### config.mk
export PLATFORM = sky130hd
export DESIGN_NAME = fire_gate_with_spin_hysteresis_top_flat
export DESIGN_NICKNAME = d
export VERILOG_FILES = /design/src/hw/rtl/fgsh_pkg.sv /design/src/hw/rtl/fgsh_in_if.sv /design/src/hw/rtl/fgsh_out_if.sv /design/src/hw/rtl/fgsh_ram.sv /design/src/hw/rtl/fgsh_cordic.sv /design/src/hw/rtl/fgsh_div.sv /design/src/hw/rtl/fire_gate_with_spin_hysteresis_top.sv /design/src/flat_wrapper.sv
export SDC_FILE = /design/constraint.sdc
export NUM_CORES = 2
export LEC_CHECK = 0
export CORE_ASPECT_RATIO = 0.6
export CORE_MARGIN = 1.5
export CORE_UTILIZATION = 42
export DETAILED_ROUTE_END_ITERATION = 8
export DONT_BUFFER_PORTS = 1
export PLACE_DENSITY = 0.7
export SLEW_MARGIN = 20
export SYNTH_ARGS = -nofsm -noshare
export SYNTH_HDL_FRONTEND = slang
export SYNTH_SLANG_ARGS = --single-unit
### constraint.sdc
create_clock -name i_clk -period 11.75 [get_ports i_clk]
set_input_delay 0.5875 -clock i_clk [delete_from_list [all_inputs] [get_ports i_clk]]
set_output_delay 0.5875 -clock i_clk [all_outputs]
set_load 0.005 [all_outputs]
### src/hw/rtl/fgsh_pkg.sv
// fire gate package: item types, sequencer states, register codes and constants
`timescale 1ns / 1ps
package fgsh_pkg;

    typedef struct packed {
        logic               control_on;
        logic               target_present;
        logic signed [15:0] pos_x_mm;
        logic signed [15:0] pos_y_mm;
        logic signed [15:0] spin_rate;
        logic [15:0]        flight_time;
        logic               aim_valid;
        logic signed [15:0] cmd_yaw;
        logic signed [15:0] gimbal_yaw;
        logic [15:0]        shot_speed;
        logic [2:0]         armor_count;
        logic [63:0]        armor_yaws;
    } t_in_item;

    typedef struct packed {
        logic        fire;
        logic        spin_mode;
        logic [15:0] mean_speed;
    } t_out_item;

    typedef enum logic [3:0] {
        S_IDLE, S_SPIN, S_CORDIC, S_LANE, S_MUL, S_RATIO, S_TOL, S_DECIDE,
        S_PUSH_RD, S_PUSH_WR, S_DIV_GO, S_DIV_WAIT, S_OUT
    } t_state;

    typedef enum logic [2:0] {
        M_LHS, M_RMIN_A, M_RMIN_B, M_RMAX_A, M_RMAX_B, M_XX, M_YY, M_JR
    } t_mul_step;

    typedef enum logic [2:0] {
        REG_NEAR_TOL, REG_FAR_TOL, REG_JUDGE_RANGE, REG_AUTO_FIRE,
        REG_SPIN_ENTER, REG_SPIN_EXIT, REG_RATIO_MIN, REG_RATIO_MAX
    } t_reg_idx;

    typedef struct packed {
        logic start;
    } t_unit_ctl;

    typedef struct packed {
        logic busy;
        logic done;
    } t_unit_sts;

    localparam int CORDIC_ITERS = 16;
    localparam logic signed [17:0] PI_Q12     = 18'sd12868;
    localparam logic signed [17:0] TWO_PI_Q12 = 18'sd25736;
    localparam logic signed [20:0] PI_Q16     = 21'sd205887;
    localparam logic [19:0]        RATIO_SCALE = 20'd640000;

    function automatic logic [15:0] cordic_atan(input logic [3:0] i);
        logic [15:0] v;
        case (i)
            4'd0:    v = 16'd51472;
            4'd1:    v = 16'd30386;
            4'd2:    v = 16'd16055;
            4'd3:    v = 16'd8150;
            4'd4:    v = 16'd4091;
            4'd5:    v = 16'd2047;
            4'd6:    v = 16'd1024;
            4'd7:    v = 16'd512;
            4'd8:    v = 16'd256;
            4'd9:    v = 16'd128;
            4'd10:   v = 16'd64;
            4'd11:   v = 16'd32;
            4'd12:   v = 16'd16;
            4'd13:   v = 16'd8;
            4'd14:   v = 16'd4;
            default: v = 16'd2;
        endcase
        return v;
    endfunction

endpackage

### src/hw/rtl/fgsh_in_if.sv
// aiming frame input channel
`timescale 1ns / 1ps
interface fgsh_in_if;
    import fgsh_pkg::*;
    logic     valid;
    logic     ready;
    t_in_item data;
    modport source(output valid, output data, input ready);
    modport sink(input valid, input data, output ready);
endinterface

### src/hw/rtl/fgsh_out_if.sv
// fire decision output channel
`timescale 1ns / 1ps
interface fgsh_out_if;
    import fgsh_pkg::*;
    logic      valid;
    logic      ready;
    t_out_item data;
    modport source(output valid, output data, input ready);
    modport sink(input valid, input data, output ready);
endinterface

### src/hw/rtl/fgsh_ram.sv
// generic single write port ram with registered read
`timescale 1ns / 1ps
module fgsh_ram #(
    parameter int WIDTH = 16,
    parameter int DEPTH = 8,
    parameter int AW    = (DEPTH > 1) ? $clog2(DEPTH) : 1
) (
    input  logic             i_clk,
    input  logic             i_we,
    input  logic [AW-1:0]    i_waddr,
    input  logic [WIDTH-1:0] i_wdata,
    input  logic [AW-1:0]    i_raddr,
    output logic [WIDTH-1:0] o_rdata
);
    logic [WIDTH-1:0] mem [DEPTH];
    logic [WIDTH-1:0] r_rdata;

    always_ff @(posedge i_clk) begin
        if (i_we) begin
            mem[i_waddr] <= i_wdata;
        end
        r_rdata <= mem[i_raddr];
    end

    assign o_rdata = r_rdata;
endmodule

### src/hw/rtl/fgsh_cordic.sv
// iterative cordic vectoring unit for the target centre yaw
`timescale 1ns / 1ps
module fgsh_cordic (
    input  logic                      i_clk,
    input  logic                      i_rst_n,
    input  fgsh_pkg::t_unit_ctl       i_ctl,
    input  logic signed [15:0]        i_x,
    input  logic signed [15:0]        i_y,
    output fgsh_pkg::t_unit_sts       o_sts,
    output logic signed [15:0]        o_angle
);
    import fgsh_pkg::*;

    logic               r_busy, n_busy;
    logic               r_done, n_done;
    logic [3:0]         r_iter, n_iter;
    logic signed [33:0] r_x, n_x;
    logic signed [33:0] r_y, n_y;
    logic signed [20:0] r_z, n_z;
    logic signed [15:0] r_angle, n_angle;
    logic signed [33:0] c_x0, c_y0, c_xs, c_ys;
    logic signed [20:0] c_at, c_zr;

    always_comb begin
        n_busy  = r_busy;
        n_done  = 1'b0;
        n_iter  = r_iter;
        n_x     = r_x;
        n_y     = r_y;
        n_z     = r_z;
        n_angle = r_angle;
        c_x0    = 34'(i_x) <<< 14;
        c_y0    = 34'(i_y) <<< 14;
        c_xs    = r_x >>> r_iter;
        c_ys    = r_y >>> r_iter;
        c_at    = 21'(cordic_atan(r_iter));
        c_zr    = 21'sd0;
        if (i_ctl.start) begin
            if (i_x == 16'sd0 && i_y == 16'sd0) begin
                n_angle = 16'sd0;
                n_done  = 1'b1;
            end else begin
                n_busy = 1'b1;
                n_iter = 4'd0;
                if (i_x < 16'sd0) begin
                    n_x = -c_x0;
                    n_y = -c_y0;
                    n_z = (i_y >= 16'sd0) ? PI_Q16 : -PI_Q16;
                end else begin
                    n_x = c_x0;
                    n_y = c_y0;
                    n_z = 21'sd0;
                end
            end
        end else if (r_busy) begin
            if (r_y > 34'sd0) begin
                n_x = r_x + c_ys;
                n_y = r_y - c_xs;
                n_z = r_z + c_at;
            end else begin
                n_x = r_x - c_ys;
                n_y = r_y + c_xs;
                n_z = r_z - c_at;
            end
            n_iter = r_iter + 4'd1;
            if (r_iter == 4'(CORDIC_ITERS - 1)) begin
                c_zr    = (n_z + 21'sd8) >>> 4;
                n_angle = c_zr[15:0];
                n_busy  = 1'b0;
                n_done  = 1'b1;
            end
        end
    end

    always_ff @(posedge i_clk) begin
        if (!i_rst_n) begin
            r_busy <= 1'b0;
            r_done <= 1'b0;
        end else begin
            r_busy <= n_busy;
            r_done <= n_done;
        end
        r_iter  <= n_iter;
        r_x     <= n_x;
        r_y     <= n_y;
        r_z     <= n_z;
        r_angle <= n_angle;
    end

    assign o_sts.busy = r_busy;
    assign o_sts.done = r_done;
    assign o_angle    = r_angle;
endmodule

### src/hw/rtl/fgsh_div.sv
// restoring divider, one quotient bit per cycle, for the window mean
`timescale 1ns / 1ps
module fgsh_div #(
    parameter int NW = 20,
    parameter int DW = 4
) (
    input  logic                i_clk,
    input  logic                i_rst_n,
    input  fgsh_pkg::t_unit_ctl i_ctl,
    input  logic [NW-1:0]       i_num,
    input  logic [DW-1:0]       i_den,
    output fgsh_pkg::t_unit_sts o_sts,
    output logic [NW-1:0]       o_quo
);
    import fgsh_pkg::*;

    localparam int CW = $clog2(NW + 1);

    logic          r_busy, n_busy;
    logic          r_done, n_done;
    logic [CW-1:0] r_cnt, n_cnt;
    logic [DW-1:0] r_rem, n_rem;
    logic [NW-1:0] r_quo, n_quo;
    logic [DW:0]   c_trial;
    logic          c_ge;

    always_comb begin
        n_busy  = r_busy;
        n_done  = 1'b0;
        n_cnt   = r_cnt;
        n_rem   = r_rem;
        n_quo   = r_quo;
        c_trial = {r_rem, r_quo[NW-1]};
        c_ge    = c_trial >= {1'b0, i_den};
        if (i_ctl.start) begin
            n_busy = 1'b1;
            n_cnt  = CW'(NW);
            n_rem  = '0;
            n_quo  = i_num;
        end else if (r_busy) begin
            n_rem = c_ge ? DW'(c_trial - {1'b0, i_den}) : DW'(c_trial);
            n_quo = {r_quo[NW-2:0], c_ge};
            n_cnt = r_cnt - 1'b1;
            if (r_cnt == CW'(1)) begin
                n_busy = 1'b0;
                n_done = 1'b1;
            end
        end
    end

    always_ff @(posedge i_clk) begin
        if (!i_rst_n) begin
            r_busy <= 1'b0;
            r_done <= 1'b0;
        end else begin
            r_busy <= n_busy;
            r_done <= n_done;
        end
        r_cnt <= n_cnt;
        r_rem <= n_rem;
        r_quo <= n_quo;
    end

    assign o_sts.busy = r_busy;
    assign o_sts.done = r_done;
    assign o_quo      = r_quo;
endmodule

### src/hw/rtl/fire_gate_with_spin_hysteresis_top.sv
// fire gate with spin hysteresis: sequencer, shared multiplier, window and units
//
//  channel  dir  handshake          payload
//  i_in     in   valid/ready        t_in_item (aiming frame)
//  o_out    out  valid/ready        t_out_item (fire, spin_mode, mean_speed)
//  i_cfg_*  in   write enable only  register index, 16-bit data
//
//  one frame at a time; the spin path takes 16 cordic steps and a handover, one step per armour
//  lane and five multiplies; a push into the window reads the oldest entry before it writes it,
//  an empty window skips the divide, and otherwise the divider takes
//  NW = 16 + clog2(WINDOW_DEPTH + 1) divide steps
//  a finished result waits in the output register while the next frame is taken; a result
//  still not taken holds the sequencer in its output state
//  reset is synchronous and clears flags, counters and the speed window state
`timescale 1ns / 1ps
module fire_gate_with_spin_hysteresis_top #(
    parameter int WINDOW_DEPTH = 8,
    parameter int EXIT_FRAMES  = 5,
    parameter int MAX_ARMORS   = 4
) (
    input  logic        i_clk,
    input  logic        i_rst_n,
    fgsh_in_if.sink     i_in,
    fgsh_out_if.source  o_out,
    input  logic        i_cfg_we,
    input  logic [2:0]  i_cfg_idx,
    input  logic [15:0] i_cfg_data
);
    import fgsh_pkg::*;

    localparam int AW = (WINDOW_DEPTH > 1) ? $clog2(WINDOW_DEPTH) : 1;
    localparam int FW = $clog2(WINDOW_DEPTH + 1);
    localparam int SW = 16 + FW;
    localparam int LW = (MAX_ARMORS > 1) ? $clog2(MAX_ARMORS) : 1;

    // configuration
    logic [14:0] r_near_tol, r_far_tol, r_judge, r_enter, r_exit_rate;
    logic        r_auto;
    logic [15:0] r_rmin_cfg, r_rmax_cfg;

    t_state             r_state, n_state;
    t_in_item           r_item, n_item;
    logic               r_fire, n_fire;
    logic               r_spinning, n_spinning;
    logic [7:0]         r_exit, n_exit;
    logic signed [15:0] r_prev_cmd, n_prev_cmd;
    logic [FW-1:0]      r_fill, n_fill;
    logic [AW-1:0]      r_head, n_head;
    logic [15:0]        r_last, n_last;
    logic [SW-1:0]      r_sum, n_sum;
    logic signed [15:0] r_center, n_center;
    logic [LW-1:0]      r_lane, n_lane;
    logic               r_found, n_found;
    logic [14:0]        r_best, n_best;
    t_mul_step          r_mstep, n_mstep;
    logic [47:0]        r_lhs, n_lhs, r_rmin, n_rmin, r_rmax, n_rmax, r_tmp, n_tmp;
    logic [15:0]        r_mean, n_mean;
    t_out_item          r_out, n_out;
    logic               r_out_valid, n_out_valid;

    logic               c_gate, c_spin_nxt;
    logic [7:0]         c_exit_nxt;
    logic signed [16:0] c_w17;
    logic [15:0]        c_aw;
    logic [2:0]         c_cnt;
    logic signed [15:0] c_armor;
    logic signed [17:0] c_d;
    logic [14:0]        c_ad;
    logic               c_coming;
    logic signed [16:0] c_step17, c_err17;
    logic [16:0]        c_step, c_err;
    logic [14:0]        c_tol;
    logic [15:0]        c_ax, c_ay;
    logic [31:0]        m_a;
    logic [19:0]        m_b;
    logic [51:0]        m_p;

    t_unit_ctl          c_cordic_ctl, c_div_ctl;
    t_unit_sts          w_cordic_sts, w_div_sts;
    logic signed [15:0] w_angle;
    logic [SW-1:0]      w_quo;
    logic               c_we;
    logic [15:0]        w_rdata;

    fgsh_cordic u_cordic (
        .i_clk   (i_clk),
        .i_rst_n (i_rst_n),
        .i_ctl   (c_cordic_ctl),
        .i_x     (r_item.pos_x_mm),
        .i_y     (r_item.pos_y_mm),
        .o_sts   (w_cordic_sts),
        .o_angle (w_angle)
    );

    fgsh_div #(.NW(SW), .DW(FW)) u_div (
        .i_clk   (i_clk),
        .i_rst_n (i_rst_n),
        .i_ctl   (c_div_ctl),
        .i_num   (r_sum),
        .i_den   (r_fill),
        .o_sts   (w_div_sts),
        .o_quo   (w_quo)
    );

    fgsh_ram #(.WIDTH(16), .DEPTH(WINDOW_DEPTH), .AW(AW)) u_window (
        .i_clk   (i_clk),
        .i_we    (c_we),
        .i_waddr (r_head),
        .i_wdata (r_item.shot_speed),
        .i_raddr (r_head),
        .o_rdata (w_rdata)
    );

    always_ff @(posedge i_clk) begin
        if (!i_rst_n) begin
            r_near_tol  <= '0;
            r_far_tol   <= '0;
            r_judge     <= '0;
            r_auto      <= 1'b0;
            r_enter     <= '0;
            r_exit_rate <= '0;
            r_rmin_cfg  <= '0;
            r_rmax_cfg  <= '0;
        end else if (i_cfg_we) begin
            case (t_reg_idx'(i_cfg_idx))
                REG_NEAR_TOL:    r_near_tol  <= i_cfg_data[14:0];
                REG_FAR_TOL:     r_far_tol   <= i_cfg_data[14:0];
                REG_JUDGE_RANGE: r_judge     <= i_cfg_data[14:0];
                REG_AUTO_FIRE:   r_auto      <= i_cfg_data[0];
                REG_SPIN_ENTER:  r_enter     <= i_cfg_data[14:0];
                REG_SPIN_EXIT:   r_exit_rate <= i_cfg_data[14:0];
                REG_RATIO_MIN:   r_rmin_cfg  <= i_cfg_data;
                REG_RATIO_MAX:   r_rmax_cfg  <= i_cfg_data;
                default: ;
            endcase
        end
    end

    // per-frame helpers
    always_comb begin
        c_gate = r_item.control_on && r_item.target_present && r_auto;
        c_w17  = {r_item.spin_rate[15], r_item.spin_rate};
        c_aw   = c_w17[16] ? 16'(-c_w17) : c_w17[15:0];
        c_cnt  = (r_item.armor_count > 3'(MAX_ARMORS)) ? 3'(MAX_ARMORS) : r_item.armor_count;

        c_spin_nxt = r_spinning;
        c_exit_nxt = r_exit;
        if (r_spinning) begin
            if (c_aw < {1'b0, r_exit_rate}) begin
                c_exit_nxt = r_exit + 8'd1;
                if (c_exit_nxt >= 8'(EXIT_FRAMES)) begin
                    c_spin_nxt = 1'b0;
                    c_exit_nxt = 8'd0;
                end
            end else begin
                c_exit_nxt = 8'd0;
            end
        end else if (c_aw > {1'b0, r_enter}) begin
            c_spin_nxt = 1'b1;
            c_exit_nxt = 8'd0;
        end

        // armour delta wrapped into (-pi, pi]
        c_armor = r_item.armor_yaws[{r_lane, 4'd0} +: 16];
        c_d     = 18'(c_armor) - 18'(r_center);
        if (c_d > PI_Q12)   c_d = c_d - TWO_PI_Q12;
        if (c_d > PI_Q12)   c_d = c_d - TWO_PI_Q12;
        if (c_d <= -PI_Q12) c_d = c_d + TWO_PI_Q12;
        if (c_d <= -PI_Q12) c_d = c_d + TWO_PI_Q12;
        c_ad     = (c_d < 18'sd0) ? 15'(-c_d) : 15'(c_d);
        c_coming = (r_item.spin_rate > 16'sd0 && c_d < 18'sd0)
                || (r_item.spin_rate < 16'sd0 && c_d > 18'sd0);

        c_step17 = {r_prev_cmd[15], r_prev_cmd} - {r_item.cmd_yaw[15], r_item.cmd_yaw};
        c_err17  = {r_item.gimbal_yaw[15], r_item.gimbal_yaw}
                 - {r_item.cmd_yaw[15], r_item.cmd_yaw};
        c_step   = c_step17[16] ? 17'(-c_step17) : 17'(c_step17);
        c_err    = c_err17[16] ? 17'(-c_err17) : 17'(c_err17);
        c_tol    = (r_lhs > r_rmin) ? r_far_tol : r_near_tol;

        c_ax = r_item.pos_x_mm[15] ? 16'(-r_item.pos_x_mm) : r_item.pos_x_mm;
        c_ay = r_item.pos_y_mm[15] ? 16'(-r_item.pos_y_mm) : r_item.pos_y_mm;
    end

    // shared multiplier
    always_comb begin
        case (r_mstep)
            M_LHS:    begin m_a = 32'(r_best);     m_b = RATIO_SCALE;           end
            M_RMIN_A: begin m_a = 32'(r_rmin_cfg); m_b = 20'(c_aw);             end
            M_RMIN_B: begin m_a = r_tmp[31:0];     m_b = 20'(r_item.flight_time); end
            M_RMAX_A: begin m_a = 32'(r_rmax_cfg); m_b = 20'(c_aw);             end
            M_RMAX_B: begin m_a = r_tmp[31:0];     m_b = 20'(r_item.flight_time); end
            M_XX:     begin m_a = 32'(c_ax);       m_b = 20'(c_ax);             end
            M_YY:     begin m_a = 32'(c_ay);       m_b = 20'(c_ay);             end
            M_JR:     begin m_a = 32'(r_judge);    m_b = 20'(r_judge);          end
            default:  begin m_a = '0;              m_b = '0;                    end
        endcase
        m_p = 52'(m_a) * 52'(m_b);
    end

    always_comb begin
        n_state     = r_state;
        n_item      = r_item;
        n_fire      = r_fire;
        n_spinning  = r_spinning;
        n_exit      = r_exit;
        n_prev_cmd  = r_prev_cmd;
        n_fill      = r_fill;
        n_head      = r_head;
        n_last      = r_last;
        n_sum       = r_sum;
        n_center    = r_center;
        n_lane      = r_lane;
        n_found     = r_found;
        n_best      = r_best;
        n_mstep     = r_mstep;
        n_lhs       = r_lhs;
        n_rmin      = r_rmin;
        n_rmax      = r_rmax;
        n_tmp       = r_tmp;
        n_mean      = r_mean;
        n_out       = r_out;
        n_out_valid = r_out_valid && !o_out.ready;
        c_cordic_ctl.start = 1'b0;
        c_div_ctl.start    = 1'b0;
        c_we        = 1'b0;
        i_in.ready  = (r_state == S_IDLE);

        case (r_state)
            S_IDLE: begin
                if (i_in.valid) begin
                    n_item  = i_in.data;
                    n_state = S_SPIN;
                end
            end
            S_SPIN: begin
                n_fire = 1'b0;
                if (!c_gate) begin
                    n_state = S_DIV_GO;
                end else begin
                    n_spinning = c_spin_nxt;
                    n_exit     = c_exit_nxt;
                    if (c_spin_nxt) begin
                        if (r_item.flight_time == 16'd0 || c_cnt == 3'd0) begin
                            n_state = S_DECIDE;
                        end else begin
                            c_cordic_ctl.start = 1'b1;
                            n_state = S_CORDIC;
                        end
                    end else begin
                        n_mstep = M_XX;
                        n_state = S_MUL;
                    end
                end
            end
            S_CORDIC: begin
                if (w_cordic_sts.done) begin
                    n_center = w_angle;
                    n_lane   = '0;
                    n_found  = 1'b0;
                    n_state  = S_LANE;
                end
            end
            S_LANE: begin
                if (3'(r_lane) < c_cnt && c_coming && (!r_found || c_ad < r_best)) begin
                    n_best  = c_ad;
                    n_found = 1'b1;
                end
                if (r_lane == LW'(MAX_ARMORS - 1)) begin
                    n_mstep = M_LHS;
                    n_state = n_found ? S_MUL : S_DECIDE;
                end else begin
                    n_lane = r_lane + 1'b1;
                end
            end
            S_MUL: begin
                n_mstep = t_mul_step'(r_mstep + 3'd1);
                case (r_mstep)
                    M_LHS:    n_lhs  = m_p[47:0];
                    M_RMIN_A: n_tmp  = m_p[47:0];
                    M_RMIN_B: n_rmin = m_p[47:0];
                    M_RMAX_A: n_tmp  = m_p[47:0];
                    M_RMAX_B: begin
                        n_rmax  = m_p[47:0];
                        n_state = S_RATIO;
                    end
                    M_XX:     n_lhs  = m_p[47:0];
                    M_YY:     n_lhs  = r_lhs + m_p[47:0];
                    M_JR: begin
                        n_rmin  = m_p[47:0];
                        n_state = S_TOL;
                    end
                    default: ;
                endcase
            end
            S_RATIO: begin
                n_fire  = (r_lhs >= r_rmin) && (r_lhs <= r_rmax);
                n_state = S_DECIDE;
            end
            S_TOL: begin
                n_fire  = (c_step < {1'b0, c_tol, 1'b0}) && (c_err < {2'b0, c_tol})
                       && r_item.aim_valid;
                n_state = S_DECIDE;
            end
            S_DECIDE: begin
                n_prev_cmd = r_item.cmd_yaw;
                if (r_fire && !(r_fill != '0 && r_item.shot_speed == r_last)) begin
                    n_state = S_PUSH_RD;
                end else begin
                    n_state = S_DIV_GO;
                end
            end
            S_PUSH_RD: begin
                n_state = S_PUSH_WR;
            end
            S_PUSH_WR: begin
                c_we  = 1'b1;
                n_sum = r_sum + SW'(r_item.shot_speed)
                      - ((r_fill == FW'(WINDOW_DEPTH)) ? SW'(w_rdata) : SW'(0));
                n_head = (r_head == AW'(WINDOW_DEPTH - 1)) ? '0 : r_head + 1'b1;
                if (r_fill != FW'(WINDOW_DEPTH)) begin
                    n_fill = r_fill + 1'b1;
                end
                n_last  = r_item.shot_speed;
                n_state = S_DIV_GO;
            end
            S_DIV_GO: begin
                if (r_fill == '0) begin
                    n_mean  = 16'd0;
                    n_state = S_OUT;
                end else begin
                    c_div_ctl.start = 1'b1;
                    n_state = S_DIV_WAIT;
                end
            end
            S_DIV_WAIT: begin
                if (w_div_sts.done) begin
                    n_mean  = w_quo[15:0];
                    n_state = S_OUT;
                end
            end
            S_OUT: begin
                if (!r_out_valid || o_out.ready) begin
                    n_out.fire       = r_fire;
                    n_out.spin_mode  = r_spinning;
                    n_out.mean_speed = r_mean;
                    n_out_valid      = 1'b1;
                    n_state          = S_IDLE;
                end
            end
            default: n_state = S_IDLE;
        endcase
    end

    always_ff @(posedge i_clk) begin
        if (!i_rst_n) begin
            r_state     <= S_IDLE;
            r_spinning  <= 1'b0;
            r_exit      <= 8'd0;
            r_prev_cmd  <= 16'sd0;
            r_fill      <= '0;
            r_head      <= '0;
            r_last      <= 16'd0;
            r_sum       <= '0;
            r_out_valid <= 1'b0;
        end else begin
            r_state     <= n_state;
            r_spinning  <= n_spinning;
            r_exit      <= n_exit;
            r_prev_cmd  <= n_prev_cmd;
            r_fill      <= n_fill;
            r_head      <= n_head;
            r_last      <= n_last;
            r_sum       <= n_sum;
            r_out_valid <= n_out_valid;
        end
        r_item   <= n_item;
        r_fire   <= n_fire;
        r_center <= n_center;
        r_lane   <= n_lane;
        r_found  <= n_found;
        r_best   <= n_best;
        r_mstep  <= n_mstep;
        r_lhs    <= n_lhs;
        r_rmin   <= n_rmin;
        r_rmax   <= n_rmax;
        r_tmp    <= n_tmp;
        r_mean   <= n_mean;
        r_out    <= n_out;
    end

    assign o_out.valid = r_out_valid;
    assign o_out.data  = r_out;

`ifndef SYNTHESIS
    a_fill_bound: assert property (@(posedge i_clk) disable iff (!i_rst_n)
        r_fill <= FW'(WINDOW_DEPTH))
        else $error("window fill above depth");
    a_exit_idle: assert property (@(posedge i_clk) disable iff (!i_rst_n)
        !r_spinning |-> r_exit == 8'd0)
        else $error("exit frames counted outside spin mode");
    a_exit_bound: assert property (@(posedge i_clk) disable iff (!i_rst_n)
        r_exit < 8'(EXIT_FRAMES))
        else $error("exit frame count reached limit");
    a_push_once: assert property (@(posedge i_clk) disable iff (!i_rst_n)
        c_we |=> r_state == S_DIV_GO && r_fill != '0)
        else $error("window write not followed by mean update");
`endif
endmodule

### src/flat_wrapper.sv
// flat-port wrapper written by rule: the top's interface ports become plain ports
module fire_gate_with_spin_hysteresis_top_flat import fgsh_pkg::*;
#(
    parameter int WINDOW_DEPTH = 8,
    parameter int EXIT_FRAMES  = 5,
    parameter int MAX_ARMORS   = 4
)
  (i_clk, i_rst_n, i_cfg_we, i_cfg_idx, i_cfg_data, i_in_valid, i_in_data, i_in_ready, o_out_valid, o_out_data, o_out_ready);
  fgsh_in_if i_in_i ();
  fgsh_out_if o_out_i ();
  input  logic i_clk;
  input  logic i_rst_n;
  input  logic i_cfg_we;
  input  logic [2:0] i_cfg_idx;
  input  logic [15:0] i_cfg_data;
  input wire logic [$bits(i_in_i.valid)-1:0] i_in_valid;
  input wire logic [$bits(i_in_i.data)-1:0] i_in_data;
  output wire logic [$bits(i_in_i.ready)-1:0] i_in_ready;
  output wire logic [$bits(o_out_i.valid)-1:0] o_out_valid;
  output wire logic [$bits(o_out_i.data)-1:0] o_out_data;
  input wire logic [$bits(o_out_i.ready)-1:0] o_out_ready;
  assign i_in_i.valid = i_in_valid;
  assign i_in_i.data = i_in_data;
  assign i_in_ready = i_in_i.ready;
  assign o_out_valid = o_out_i.valid;
  assign o_out_data = o_out_i.data;
  assign o_out_i.ready = o_out_ready;
  fire_gate_with_spin_hysteresis_top #(.WINDOW_DEPTH(WINDOW_DEPTH), .EXIT_FRAMES(EXIT_FRAMES), .MAX_ARMORS(MAX_ARMORS)) u_core (.i_clk(i_clk), .i_rst_n(i_rst_n), .i_in(i_in_i), .o_out(o_out_i), .i_cfg_we(i_cfg_we), .i_cfg_idx(i_cfg_idx), .i_cfg_data(i_cfg_data));
endmodule
## After elaboration in Yosys (flattened, before gate mapping)

Memories as Yosys holds them, arrays and structs flattened. A register that Yosys moved wholly into a read port is not among the register bits.
Index checks and enable logic that the tools add are counted.

| word-level totals | value |
|---|---|
| flip-flop bits (word level) | 753 |
| RAM bits | 128 |
| memory bits (read-only) | 256 |
| input port bits | 206 |
| output and inout bits | 20 |
| word-level logic and storage cells | 340 |
| memories kept | 2 |

Memory list:

| memory | depth | width | read ports | clocked after memory_dff | write ports | line | source |
|---|---|---|---|---|---|---|---|
| (name not given) | 16 | 16 | 1 | 1 | 0 | fgsh_pkg.sv:57 | `case (i)` |
| u_core.u_window.mem | 8 | 16 | 1 | 1 | 1 | fgsh_ram.sv:15 | `logic [WIDTH-1:0] mem [DEPTH];` |

| operators by class | value |
|---|---|
| $add $sub $neg | 33 |
| multiply operators | 1 |
| order comparisons | 23 |
| equal/unequal tests | 45 |
| shift operators | 3 |
| muxes and demuxes | 105 |
| bitwise gates (word level) | 2 |
| reductions and logical operators | 71 |

Operators by type and width:

| cell | count |
|---|---|
| $mux 34 | 10 |
| $pmux 32 s7 | 1 |
| $mux 21 | 8 |
| $mux 16 | 10 |
| $pmux 20 s6 | 1 |
| $pmux 48 s2 | 1 |
| $mux 18 | 4 |
| $add 34x34->34 | 2 |
| $neg 30->34 | 2 |
| $sshr 34x4->34 | 2 |
| $sub 34x34->34 | 2 |
| $shiftx 64x7->16 | 1 |
| $sub 16x16->17 | 3 |
| $add 48x48->48 | 1 |
| $ge 48x48->1 | 1 |
| $gt 48x48->1 | 1 |
| $le 48x48->1 | 1 |
| $logic_not 16->1 | 3 |
| $mul 32x20->48 | 1 |
| $neg 16->16 | 3 |
| $pmux 4 s12 | 1 |
| $mux 4 | 11 |
| $mux 20 | 2 |
| $reduce_and 2->1 | 20 |
| 72 further kinds | 191 |

## Logic depth before layout (Yosys ltp)

| logic depth | value |
|---|---|
| depth in word-level cells | 20 |
| depth in mapped cells | 61 |
| mapped depth without buffers | 57 |

## Cells and area by module

Synthesis repeated with hierarchy kept, for this count alone.

| second synthesis, totals | value |
|---|---|
| cells, all modules | 8037 |
| area total of the unflattened synthesis | 78022.3 µm² |

By module, submodules not included:

| module | instances | cells an instance | area each (µm²) | sequential area each (µm²) |
|---|---|---|---|---|
| fire_gate_with_spin_hysteresis_top | 1 | 5899 | 55385.6 | 16535.9 |
| fgsh_cordic | 1 | 1805 | 15826.4 | 3603.5 |
| fgsh_ram | 1 | 214 | 5293.8 | 4164.0 |
| fgsh_div | 1 | 119 | 1516.5 | 820.8 |

## Worst setup path before layout

Ideal clock, no wire load.

| timing | value |
|---|---|
| kind | register to register |
| start | register u_core.r_item[150] (netlist bit) |
| end | register u_core.r_lhs[47], data pin |
| library setup time | 265 ps |
| data arrival time | 12653 ps |
| data required time | 11485 ps |
| slack | -1168 ps |
| stages on the path, launching flop included | 53 |
| buffers on the path | 2 |
| clock period less this slack | 12918 ps |
| path through | edfxtp_1 > or3_1 > or3_1 > or3_1 > or3_1 > or3_1 > or3_1 > nand2_1 > xor2_1 > o221ai_1 > a221o_1 > clkbuf_1 > and2_0 > clkbuf_1 > nand2_1 > fa_1 > inv_1 > fa_1 > (+17 left out) > ha_1 > a21o_1 > a21o_1 > a21oi_1 > nand2_1 > o21ai_0 > nor2_1 > o41ai_1 > o21bai_1 > a21oi_1 > nand2b_1 > a211o_1 > o21ai_0 > nor4_1 > o41ai_1 > xnor2_1 > nor2_1 > xor2_1 |

| on the way | value |
|---|---|
| word-level cells in the longest chain between the ends | 6 |
| elaborated cells on any way between the ends | 7 |
| those cells by class | 2 x add/sub; 1 x mul; 4 x mux |

Ends and longest elaborated chain:

| what | line | source |
|---|---|---|
| start, declared | fire_gate_with_spin_hysteresis_top.sv:42 | `t_in_item r_item, n_item;` |
| start signal, assigned | fire_gate_with_spin_hysteresis_top.sv:377 | `r_item <= n_item;` |
| $neg 16->16 | fire_gate_with_spin_hysteresis_top.sv:182 | `c_ay = r_item.pos_y_mm[15] ? 16'(-r_item.pos_y_mm) : r_item.pos_y_mm;` |
| $mux 16 (*) | fire_gate_with_spin_hysteresis_top.sv:182 |  |
| $pmux 32 s7 / $pmux 20 s6 (equally long branches) | fire_gate_with_spin_hysteresis_top.sv:187 | `case (r_mstep)` |
| $mul 32x20->48 (*) | fire_gate_with_spin_hysteresis_top.sv:198 | `m_p = 52'(m_a) * 52'(m_b);` |
| via u_core.m_p[26] | fire_gate_with_spin_hysteresis_top.sv:76 | `logic [51:0] m_p;` |
| $add 48x48->48 (*) | fire_gate_with_spin_hysteresis_top.sv:288 | `M_YY: n_lhs = r_lhs + m_p[47:0];` |
| $pmux 48 s2 (*) | fire_gate_with_spin_hysteresis_top.sv:278 | `case (r_mstep)` |
| end signal, assigned | fire_gate_with_spin_hysteresis_top.sv:384 | `r_lhs <= n_lhs;` |
| end, declared | fire_gate_with_spin_hysteresis_top.sv:56 | `logic [47:0] r_lhs, n_lhs, r_rmin, n_rmin, r_rmax, n_rmax, r_tmp, n_tmp;` |

Mark *: on every way through the listed nets, which the timed path passes. The rest lies on a longest branch. The select of a mux whose other input is x is not followed.
A chain may end at the register's enable or synchronous reset.

## Worst setup path in the final report

| timing | value |
|---|---|
| start | register u_core.r_item[149] (netlist bit) |
| end | register u_core.r_lhs[47], data pin |

Same word-level chain as after synthesis.

==> results.json <==
{
  "status": "finished with violations",
  "violations": "setup timing",
  "worstRegToRegCells": 54,
  "finalNetCount": 9858,
  "tightest_slew_ns": 1.13,
  "holdPathStages": 2,
  "gp_congestion": 0.997,
  "firstDrtPassIters": 9,
  "yosysTopAreaCell": "edfxtp_1",
  "synth_area_per_cell_um2": 9.46,
  "drive_gt1_share_pct": 14.5,
  "rows": 119,
  "drc": 0,
  "die_y_um": 329,
  "synthFlopType": "edfxtp_1",
  "dr.first_iter.drc_count": 6617,
  "yosysSeqAreaShare_pct": 33.8,
  "yosysTopAreaCellShare_pct": 27.7,
  "post_drt_wl_per_cell_um": 23.0,
  "slew_viol_final": 0,
  "critPathMaxStageDelay_ns": 0.57,
  "vias": 62200,
  "h-tree-depth": 3,
  "arrival_ns": 13.42,
  "area_growth_pct": 18.9,
  "wl_met2_mm": 103,
  "fin_setup_tns_ns": -9.15,
  "grt_first_pass_wirelength_mm": 376,
  "holdWs_ns": 0.0340,
  "hold_viol_final": 0,
  "track_usage_pct": 27.5,
  "layout_setup_ws_ns": -1.20,
  "dieWidth_um": 546,
  "design_area_um2": 88400,
  "synth_cells": 7861,
  "start_kind": "register",
  "grt_overflow_total": 0,
  "routed.top_layer": "met5",
  "dpl-instance-area_um2": 81500,
  "grt_max_degree": 96,
  "path_class": "reg2reg",
  "clk_latency_ns": 0.73,
  "fin_crit_sh_pct": 110,
  "min_from": "i_cfg_data[13]",
  "worstReg2RegEnd": "u_core.r_lhs[47]$_DFFE_PP_",
  "yosys-top-cells-area": "edfxtp_1, fa_1, ha_1",
  "synth-seq-cells": 912,
  "maxCapViolations": 0,
  "vias_per_cell": 5.64,
  "cts_tree": "built",
  "min_period_ns": 12.95,
  "synth_top_cells_by_count": "nand2_1, inv_1, edfxtp_1",
  "dieArea_um2": 180000,
  "reg2reg_slack_ns": -1.20,
  "met3_wirelength_mm": 31.6,
  "wirelength_mm": 253,
  "cts_sinks": 912,
  "initial_core_util_pct": 42.3,
  "io_pins": 226,
  "dpl.hpwl_mm": 197,
  "clockRootBuffer": "clkbuf_16",
  "seq_area_um2": 25100,
  "max_slew_margin_pct": 24.3,
  "fin_worst_skew_ns": 0.0787,
  "synth.distinct_cells": 121,
  "hp-class": "in2reg",
  "min_to": "u_core.r_rmax_cfg[13]$_SDFFE_PN0P_",
  "synthArstFlopShare_pct": 0,
  "setup_viol": 12,
  "syn-cell-area_um2": 74400,
  "endpoint_kind": "register",
  "portBuffers": 0,
  "multi_input_area_um2": 46100,
  "fmax_mhz": 77.2,
  "rsz0062_at_grt": "true",
  "ant_nets": 0,
  "met1_length_mm": 114,
  "antenna_found_initial": 14,
  "coreArea_um2": 176000,
  "required_ns": 12.22,
  "fill_cells": 16100,
  "crit_fanout": 7,
  "timing.rr.start": "u_core.r_item[149]$_DFFE_PP_",
  "grt_pass1_vias": 60000,
  "synth-warning-count": 0,
  "synth.most_common_cell": "nand2_1",
  "clk_path_buf_depth": 3,
  "cp_slowest_cell": "fa_1",
  "cts_inserted_buffers": 89,
  "synth-edff-count": 686,
  "cts.clk_slew.worst_paths_ns": 0.07
}
logic make-up after synthesis:
logic type | after synthesis | share of synthesized area [%]
and+or+nand+nor | 2500 | 15.4
AOI/OAI and AO/OA | 1479 | 12.7
buffers and inverters | 1266 | 6.48
adders and majority gates | 1072 | 23.0
DFF | 912 | 33.8
xor gates and xnor gates | 460 | 5.50
muxes | 170 | 3.10
other | 2 | 0.0101
registers in the layout, indices dropped and copies added (netlist names), 32 cells and up:
name	cells
u_core.r_rmin	48
u_core.r_lhs	48
u_core.u_cordic.r_x	34
u_core.r_rmax	48
u_core.u_window.mem	128
u_core.r_tmp	32
u_core.u_cordic.r_y	34
u_core.r_item	166
worst max-delay path, delay by kind of cell, from the launching register on:
kind	cells	cell delay (ns)
compound gates	16	3.58
simple gates	18	3.55
flops	1	0.40
xor+xnor	3	0.37
buf+inv	8	0.94
fa+ha+maj	9	3.86
placed cells by master (no fill, tap or decap), drive strengths merged, types with 104 or more instances in the layout:
cell and count:
a21oi 533, and2 142, buf 695, clkbuf 119, dfxtp 226, dlygate4sd3 204
edfxtp 686, fa 497, ha 575, inv 971, mux2i 104, nand2 1165
nor2 503, nor3 111, o21ai 319, xnor2 272, xor2 188
metrics by stage:
stage	worst slack, ns	utilization (%)	instances
finish	-1.20	50.3	11000
detailed placement	-2.18	46.4	10600
floorplan	-0.238	-	7888
global route	-1.58	50.3	11000
CTS	-1.17	49.6	11000
global placement	-2.12	46.4	10600
area by class of cell:
cell class | instances | share of cell area (%)
diodes | 7 | 0.0198
clock buffers | 118 | 2.78
clock inverters | 49 | 0.671
inverters | 966 | 4.11
multi-input cells | 5711 | 52.2
flip-flops and latches | 912 | 28.4
well taps | 2359 | 3.34
repair buffers | 900 | 8.52
repair_timing:
item | 4_1_cts | 5_1_grt
gates resized for setup | 82 | 215
gates cloned | 0 | 2
endpoints found under the setup margin | 44 | 45
endpoints found under the hold margin | 288 | 0
pin swaps | 25 | 113
hold buffers | 204 | 0
buffers inserted | 14 | 43
worst max path at each step:
stage                                       startpoint                    endpoint  slack, ns  cells past startpoint
final                     u_core.r_item[149]$_DFFE_PP_  u_core.r_lhs[47]$_DFFE_PP_      -1.20                     54
after global routing      u_core.r_item[149]$_DFFE_PP_  u_core.r_lhs[47]$_DFFE_PP_      -1.58                     57
after CTS                 u_core.r_item[148]$_DFFE_PP_  u_core.r_lhs[47]$_DFFE_PP_      -1.17                     55
after detailed placement  u_core.r_item[148]$_DFFE_PP_  u_core.r_lhs[47]$_DFFE_PP_      -2.18                     53
after global placement    u_core.r_item[148]$_DFFE_PP_  u_core.r_lhs[47]$_DFFE_PP_      -2.12                     54
after floorplan           u_core.r_item[149]$_DFFE_PP_  u_core.r_lhs[47]$_DFFE_PP_      -0.24                     52
layer usage:
metal	track usage, %	vias up
met2	39.0	3087
met1	41.4	30600
met5	0	-
met3	7.82	299
met4	5.31	10
li1	-	28200
Power is not shown: default switching activity piles up to over one toggle a cycle in this logic, so the estimate is an artifact.
